File: config.mk
export PLATFORM = sky130hd
export DESIGN_NAME = tcw_cursor
export DESIGN_NICKNAME = d
export VERILOG_FILES = /design/src/design/tcw_pkg.sv /design/src/design/tcw_cursor.sv
export SDC_FILE = /design/constraint.sdc
export NUM_CORES = 1
export LEC_CHECK = 0
export BUFFER_PORTS_ARGS = -buffer_cell sky130_fd_sc_hd__buf_2
export CORE_ASPECT_RATIO = 0.7
export CORE_MARGIN = 4
export CORE_UTILIZATION = 55
export DETAILED_ROUTE_END_ITERATION = 12
export HOLD_SLACK_MARGIN = 0.02
export MAX_ROUTING_LAYER = met4
export PLACE_DENSITY = 0.78
export REMOVE_ABC_BUFFERS = 1
export SLEW_MARGIN = 20
export SYNTH_ARGS = -nofsm -noshare
export SYNTH_HDL_FRONTEND = slang
export SYNTH_SLANG_ARGS = --single-unit
File: constraint.sdc
create_clock -name clk_i -period 3.5 [get_ports clk_i]
set_clock_uncertainty 0.05 [all_clocks]
set_input_delay 0.35 -clock clk_i [delete_from_list [all_inputs] [get_ports clk_i]]
set_output_delay 0.35 -clock clk_i [all_outputs]
set_load 0.01 [all_outputs]
File: src/design/tcw_pkg.sv
// Shared types and constants for the text console writer.
// No dependencies; imported by tcw_cursor and the top level.
package tcw_pkg;

  typedef enum logic [1:0] {
    ACT_PUT  = 2'd0,
    ACT_END  = 2'd1,
    ACT_READ = 2'd2,
    ACT_NOP  = 2'd3
  } tcw_action_e;

  typedef enum logic [2:0] {
    ST_CLEAR,
    ST_IDLE,
    ST_COPY,
    ST_LAST,
    ST_FILL,
    ST_FINISH
  } tcw_state_e;

  typedef struct packed {
    logic adv;
    logic newline;
    logic cret;
  } tcw_cur_cmd_t;

  localparam logic [7:0] CH_NEWLINE = 8'h0A;
  localparam logic [7:0] CH_RETURN  = 8'h0D;
  localparam logic [7:0] CH_SPACE   = 8'h20;
  localparam logic [7:0] ATTR_RESET = 8'h0F;

endpackage

File: src/design/tcw_cursor.sv
// Cursor tracker: linear index plus row and column counters.
// Depends on tcw_pkg for the command struct; flags a wrap that needs a scroll.
module tcw_cursor #(
  parameter int COLUMNS = 80,
  parameter int ROWS    = 25
) (
  input  logic                                  clk_i,
  input  logic                                  rst_ni,
  input  tcw_pkg::tcw_cur_cmd_t                 cmd_i,
  output logic                                  wrap_o,
  output logic [$clog2(COLUMNS*ROWS)-1:0]       lin_o
);

  import tcw_pkg::*;

  localparam int CELLS = COLUMNS * ROWS;
  localparam int AW    = $clog2(CELLS);
  localparam int CLW   = $clog2(COLUMNS);
  localparam int RW    = $clog2(ROWS);

  logic [AW-1:0]  lin_q, lin_d, line_start;
  logic [CLW-1:0] col_q, col_d;
  logic [RW-1:0]  row_q, row_d;
  logic           last_col, last_row;

  assign last_col   = (col_q == CLW'(COLUMNS - 1));
  assign last_row   = (row_q == RW'(ROWS - 1));
  assign line_start = lin_q - AW'(col_q);

  always_comb begin
    col_d  = col_q;
    row_d  = row_q;
    lin_d  = lin_q;
    wrap_o = 1'b0;
    if (cmd_i.adv) begin
      if (last_col) begin
        col_d = '0;
        if (last_row) begin
          wrap_o = 1'b1;
          lin_d  = AW'(CELLS - COLUMNS);
        end else begin
          row_d = row_q + RW'(1);
          lin_d = lin_q + AW'(1);
        end
      end else begin
        col_d = col_q + CLW'(1);
        lin_d = lin_q + AW'(1);
      end
    end else if (cmd_i.newline) begin
      col_d = '0;
      if (last_row) begin
        wrap_o = 1'b1;
        lin_d  = line_start;
      end else begin
        row_d = row_q + RW'(1);
        lin_d = line_start + AW'(COLUMNS);
      end
    end else if (cmd_i.cret) begin
      col_d = '0;
      lin_d = line_start;
    end
  end

  always_ff @(posedge clk_i or negedge rst_ni) begin
    if (!rst_ni) begin
      lin_q <= '0;
      col_q <= '0;
      row_q <= '0;
    end else begin
      lin_q <= lin_d;
      col_q <= col_d;
      row_q <= row_d;
    end
  end

  assign lin_o = lin_q;

endmodule

After elaboration in Yosys (flattened, before gate mapping):

Index checks and enable logic that the tools add are counted.

* latch bits: 0
* input bits: 5
* logic and storage cells: 32
* memories kept: 0
* RAM bits: 0
* bits in registers: 23
* ROM bits: 0

* reductions and logical operators: 3
* multiplexer cells: 18
* add/subtract/negate cells: 5
* bitwise logic cells: 0
* eq/ne operators: 3
* multiply operators: 0
* divide/modulo/power cells: 0
* order comparisons: 0
* shift operators: 0

Operators with widths (count)
* $mux W11: 6
* $mux W7: 4
* $mux W5: 4
* $add A11 B1 Y11 const B: 1
* $add A11 B7 Y11 const B: 1
* $sub A11 B7 Y11: 1
* $add A7 B1 Y7 const B: 1
* $eq A7 B7 Y1 const B: 1
* $add A5 B1 Y5 const B: 1
* $eq A5 B5 Y1 const B: 1
* $mux W1: 4
* $reduce_bool A3 Y1: 1
* $ne A2 B1 Y1 const B: 1
* $reduce_and A2 Y1: 1
* $reduce_bool A2 Y1: 1

Depth between registers and ports, before layout:

Gate-level depths: netlist (run 1).

* word-level depth: 5
* depth in mapped cells: 15
* gate-level depth less buffers: 15

Worst setup path before layout (run 1):

Ideal clock, no wire load.

* kind: reg2reg
* from: reg lin_q[0], in the netlist lin_o[0]
* to: reg lin_q[10], in the netlist lin_o[10]
* required time: 3325 ps
* data arrival time: 2927 ps
* period minus slack after synthesis: 3102 ps
* slack: 398 ps
* path buffers: 0
* stages on the path, launching flop included: 13
* cell sequence: dfrtp_1 -> inv_1 -> ha_1 -> inv_1 -> fa_1 -> a211o_1 -> a21oi_1 -> ha_1 -> inv_1 -> o21a_1 -> a211o_1 -> o41ai_1 -> mux2_2

* longest elaborated chain between the ends: 5
* elaborated cells on any way between the ends: 9
* those cells by class: 3 x add/sub; 6 x mux

RTL lines
* start, declared: line tcw_cursor.sv:21 `logic [AW-1:0] lin_q, lin_d, line_start;`
* start signal, assigned: line tcw_cursor.sv:70 `lin_q <= lin_d;`
* $sub A11 B7 Y11: line tcw_cursor.sv:28 `assign line_start = lin_q - AW'(col_q);`
* $add A11 B7 Y11: line tcw_cursor.sv:56 `lin_d = line_start + AW'(COLUMNS);`
* $mux W11: line tcw_cursor.sv:51 `if (last_row) begin`
* $mux W11: line tcw_cursor.sv:49 `end else if (cmd_i.newline) begin`
* $mux W11 *: line tcw_cursor.sv:35 `if (cmd_i.adv) begin`

Mark *: on every way between the ends. The rest lies on a longest branch, timed or not. The select of a mux whose other input is x is not followed.
A chain may end at the register's enable or synchronous reset.

Worst setup path after layout (run 1):

Same ends and word-level chain as after synthesis.

==> impl_metrics.ini, run 1 <==
[synth]
synth-xor-area-share_pct = 7.53
netlist_instances = 243
synth_ff_type = dfrtp_1
synth_fa_ha_area_share_pct = 8.61
async_reset_ff_share_pct = 100
synthesis.area_um2 = 1980
synthMuxAreaShare_pct = 1.08
yosysSeqAreaShare_pct = 29.1
avgSynthCellArea_um2 = 8.14
synth_edf_count = 0
synth_cell_types = 46
synth_compound_area_share_pct = 25.9
synth_top_family_by_area = compound AO/OA/AOI/OAI gates
ys_warn_count = 0
synthSimpleGateAreaFrac_pct = 22.4
synth_seq_cells = 23

[worst_setup_path]
crit_chain = inv_1, ha_1, inv_1, fa_1, a211o_1, a21oi_1, ha_1, inv_1, o21a_1, a211o_1, o41ai_1, mux2_2
path_buf_inv = 3
reg2regPathDepth = 12
r2r_setup_slack_ns = 0.20
path_class = reg2reg
crit_top_cell = inv_1
required_ns = 3.61
crit_family = compound AO/OA/AOI/OAI gates
max_stage_delay_ns = 0.43
critPathCaptureType = flop
cp_max_fo = 5
slowest_stage = dfrtp_1
crit_path_start_kind = flop
cp.depth = 12
worstPathArrival_ns = 3.41

[layout]
final_area_um2 = 2140
layout.nets = 274
final-seq-area_um2 = 576
drive_above_1_share_pct = 10.2
n_antenna_cell = 0
synthToLayoutAreaGrowth_pct = 8.35
fillCellCount = 296
multi_input_area_um2 = 1300

[drt]
drt_iter0_drc = 159
drc = 0
drtPass1Iterations = 4
via_per_inst = 6.25
num_vias = 1886
route.antenna.remaining_nets = 0
routed.top_layer = met4
wl_per_cell_um = 15.7
routed_wl_um = 4740
wl_met1_um = 2270
wl_met2_um = 2050
met3_length_um = 349

[placed_design]
place_area_um2 = 2100
port_buffers = 16
gp_congestion = 0.884
dp_hpwl_um = 3560

[clock_network]
h-tree-depth = 1
cts_setup_buffers = 0
hold_buffers = 0
clock_sinks = 23
clk_latency_ns = 0.27
clockBufferDepth = 2
clockRootBuffer = clkbuf_8
cts_resized = 0
cts_buffers = 3
cts_tree = done
path_clk_slew_ns = 0.08

[timing]
hold_violations = 8
grt_setup_unrepaired = false
period_minus_slack_ns = 3.30
setup_violations = 0
tns_ns = 0
slew_violations = 0
whs_ns = -0.00614
fmax_mhz = 303
finalCritPeriodShare_pct = 94.3
relSlewSlack_pct = 58.8
worst_slew_pin_slew_ns = 0.612

[job]
cap_violations = 0

[power_and_ir_drop]
leakage_nw = 0.897
power_density_nw_per_um2 = 908
vdd_drop_max_v = 0.000461

[global_route]
grt_pass1_vias = 1655
antenna_found_initial = 0
grt_pass1_wl_um = 8110
grt-ovfl-total = 0
grt_max_degree = 24
grtUsageTotal_pct = 23.0

[floorplan]
die_area_um2 = 4630
rows = 17
ios = 17
die_w_um = 79.7
die_height_um = 58.2
core-area_um2 = 3300
initial_utilization_pct = 60.0

[worst_hold_path]
hp-class = in2async

[outcome]
violations = hold timing
status = complete, but fails checks
-- cells by family after synthesis --
logic type                 after synthesis
and+or+nand+nor                         86
muxes                                    2
adders and majority gates               13
DFF                                     23
buffers and inverters                   28
xor gates and xnor gates                17
AOI/OAI and AO/OA                       74
-- where the power goes --
part / switching, mW / internal (mW)
Sequential: 0.134 / 0.360
Clock: 0.0859 / 0.0814
Combinational: 0.708 / 0.575
Total: 0.928 / 1.02
-- metal layers --
metal,vias up,GRT usage (%)
met3,6,3.88
met5,-,-
met1,887,32.3
met4,0,5.88
li1,912,-
met2,81,34.2
-- worst reg2reg max path, stage by stage (launching register included) --
cell,delay [ns]
dfrtp_1,0.43
inv_1,0.10
ha_1,0.17
inv_1,0.05
fa_1,0.39
a211o_1,0.37
a21oi_1,0.24
ha_1,0.22
inv_1,0.06
o21a_1,0.10
a211o_1,0.30
o41ai_1,0.36
mux2_2,0.37
-- area by class of cell --
type / count / area share [%]
Clock buffer: 4 / 2.10
Inverter: 17 / 2.98
Multi-Input combinational cell: 192 / 60.5
Sequential cell: 23 / 26.9
Tap cell: 47 / 2.75
Timing Repair Buffer: 19 / 4.79
-- per-stage QoR --
stage | utilization (%) | total power, mW | worst slack [ns] | instances
finish | 65.0 | 1.94 | 0.200 | 302
CTS | 65.0 | 1.94 | 0.203 | 302
global placement | 63.6 | 1.74 | 0.305 | 298
global route | 65.0 | 2.11 | 0.0449 | 302
floorplan | - | 1.44 | 0.398 | 232
detailed placement | 63.6 | 1.76 | 0.226 | 298
-- state kept, by name, indices dropped and copies added, names as in the netlist --
| name | flops |
|---|---|
| lin_o | 11 |
| col_q | 7 |
| row_q | 5 |
-- cells in the mapped netlist, types with 4 or more instances --
cell type,instances,area share [%]
clkbuf_1,8,1.5
ha_1,12,7.6
nor3_1,6,1.5
dfrtp_1,23,29
or3_1,4,1.3
and3_1,7,2.2
nor2b_1,5,1.6
xnor2_1,13,5.8
nand2b_1,4,1.3
o21a_1,6,2.3
o22ai_1,5,1.6
nand3_1,8,2.0
nand2_1,17,3.2
inv_1,17,3.2
nand4_1,5,1.6
xor2_1,4,1.8
a21oi_1,11,2.8
o21ai_0,24,6.1
nor2_1,20,3.8
-- path summary, 6_finish.rpt --
| path | start | to |
|---|---|---|
| max in group asynchronous | rst_ni | lin_o[2] |
| min in group clk_i | row_q[4] | row_q[4] |
| worst min register to register | row_q[4] | row_q[4] |
| worst max-delay path | lin_o[0] | lin_o[10] |
| worst max register to register | lin_o[0] | lin_o[10] |
| worst min-delay path | rst_ni | lin_o[9] |
-- cell usage in the layout, fill, tap and decap left out, types with 7 or more instances in the layout --
cell type and instances:
dfrtp_1 23, nand3_1 8, inv_1 17, nand2_1 17, nor2_1 20, ha_1 12
buf_2 16, o21ai_0 24, a21oi_1 11, xnor2_1 13, and3_1 7
(Power assumes the default switching activity.)
==> run 2, diff against run 1 <==
==> constraint.sdc (replaced) <==
create_clock -name clk_i -period 4.1 [get_ports clk_i]
set_clock_uncertainty 0.05 [all_clocks]
set_input_delay 0.41 -clock clk_i [delete_from_list [all_inputs] [get_ports clk_i]]
set_output_delay 0.41 -clock clk_i [all_outputs]
set_load 0.01 [all_outputs]
==> run 2 against run 1 <==
Net effect:
- the flow now finishes without violations
- worst setup slack improved by 0.58 ns
- count of clock-buffer cells in the layout unchanged
- clock power is 17% lower
- final cell count decreased by 0.66%
- via count fell by 2.8%
- global-route usage shrank 1.1 points
- critical path depth unchanged
- core utilization fell by 0.46 points
- first-iteration DRC count decreased by 20%
- non-clock buffer count decreased by 2
- die area did not move
- sequential power is 12% lower
- critical path type unchanged
- critical endpoint unchanged
- highest routed layer unchanged
==> impl_metrics.ini, run 2 (synthesis results as in run 1) <==
[worst_setup_path]
reg2regPathDepth = 12
path_class = reg2reg
cp_max_fo = 5
critPathCaptureType = flop
required_ns = 4.20
worstPathArrival_ns = 3.43
crit_path_start_kind = flop

[drt]
drtPass1Iterations = 4
drc = 0
via_per_inst = 6.11
wl_per_cell_um = 15.3
num_vias = 1834
routed_wl_um = 4590
drt_iter0_drc = 127
route.antenna.remaining_nets = 0

[clock_network]
cts_buffers = 3
hold_buffers = 0
clockBufferDepth = 2
clockRootBuffer = clkbuf_8
cts_setup_buffers = 0
cts_tree = done
h-tree-depth = 1
cts_resized = 0
path_clk_slew_ns = 0.08
clk_latency_ns = 0.26
clock_sinks = 23

[layout]
drive_above_1_share_pct = 9.49
final_common_cell = o21ai_0
fillCellCount = 297
multi_input_area_um2 = 1300
final_area_um2 = 2130
layout.nets = 272
final-seq-area_um2 = 576
largest_reg_flops = 11
n_antenna_cell = 0
layout_common_cells = 24 x o21ai_0, 23 x dfrtp_1, 20 x nor2_1, 17 x inv_1, 17 x nand2_1
synthToLayoutAreaGrowth_pct = 7.59

[global_route]
grt-ovfl-total = 0
grtUsageTotal_pct = 21.9
grt_pass1_wl_um = 7870
antenna_found_initial = 0
grt_pass1_vias = 1646
grt_max_degree = 24

[timing]
hold_violations = 0
tns_ns = 0
worst_slew_pin_slew_ns = 0.514
fmax_mhz = 301
finalCritPeriodShare_pct = 81.1
setup_violations = 0
grt_setup_unrepaired = false
period_minus_slack_ns = 3.32
relSlewSlack_pct = 65.4
slew_violations = 0

[floorplan]
initial_utilization_pct = 60.0
die_height_um = 58.2
ios = 17
rows = 17
die_area_um2 = 4630
die_w_um = 79.7
core-area_um2 = 3300

[power_and_ir_drop]
power_density_nw_per_um2 = 767
vdd_drop_max_v = 0.000445
leakage_nw = 0.887

[placed_design]
gp_congestion = 0.894
place_area_um2 = 2080
dp_hpwl_um = 3430
port_buffers = 16

[outcome]
status = complete, no violations

[worst_hold_path]
hp-class = in2async

[job]
cap_violations = 0
run 2: cell types whose count changed in the layout (fill, tap and decap cells not counted), sizes merged:
cell  delta
buf      -2
run 2: path summary, 6_finish.rpt:
kind | to | start | slack [ns]
max | lin_o[10] | lin_o[0] | 0.78
min | lin_o[9] | rst_ni | 0.06
max reg2reg | lin_o[10] | lin_o[0] | 0.78
min reg2reg | row_q[4] | row_q[4] | 0.45
max in group asynchronous | lin_o[3] | rst_ni | 3.58
min in group clk_i | row_q[4] | row_q[4] | 0.45
run 2: metrics by stage:
| step | total power, mW | utilization (%) | instances | setup slack, ns | hold slack, ns |
|---|---|---|---|---|---|
| after global routing | 1.78 | 64.5 | 300 | 0.597 | 0.106 |
| after CTS | 1.62 | 64.5 | 300 | 0.801 | 0.0816 |
| final | 1.63 | 64.5 | 300 | 0.776 | 0.0601 |
| after detailed placement | 1.47 | 63.1 | 296 | 0.818 | 0.376 |
| after floorplan | 1.23 | - | 232 | 0.998 | 0.0644 |
| after global placement | 1.47 | 63.1 | 296 | 0.905 | 0.365 |
run 2: area by class of cell:
cell class | instances | share of cell area, %
multi-input cells | 192 | 60.9
flip-flops and latches | 23 | 27.1
repair buffers | 17 | 4.12
inverters | 17 | 3.00
well taps | 47 | 2.76
clock buffers | 4 | 2.12
run 2: power breakdown:
group	switching, mW	leakage, nW	internal [mW]
sequential	0.131	0.289	0.308
combinational	0.579	0.575	0.476
clock	0.0697	0.0228	0.0693
total	0.779	0.887	0.853
run 2: critical path, cell delays in order (launching register included):
cell and delay (ns):
dfrtp_1 0.43, inv_1 0.09, ha_1 0.17, inv_1 0.05, fa_1 0.39, a211o_1 0.37, a21oi_1 0.25, ha_1 0.22
inv_1 0.06, o21a_1 0.10, a211o_1 0.30, o41ai_1 0.35, mux2_2 0.37
run 2: layer usage:
metal	track usage (%)	vias up	part of all wire, %
li1	-	909	-
met1	31.6	856	50
met2	32.6	63	43
met3	4.35	6	6.4
met4	2.45	0	0.37
met5	-	-	0
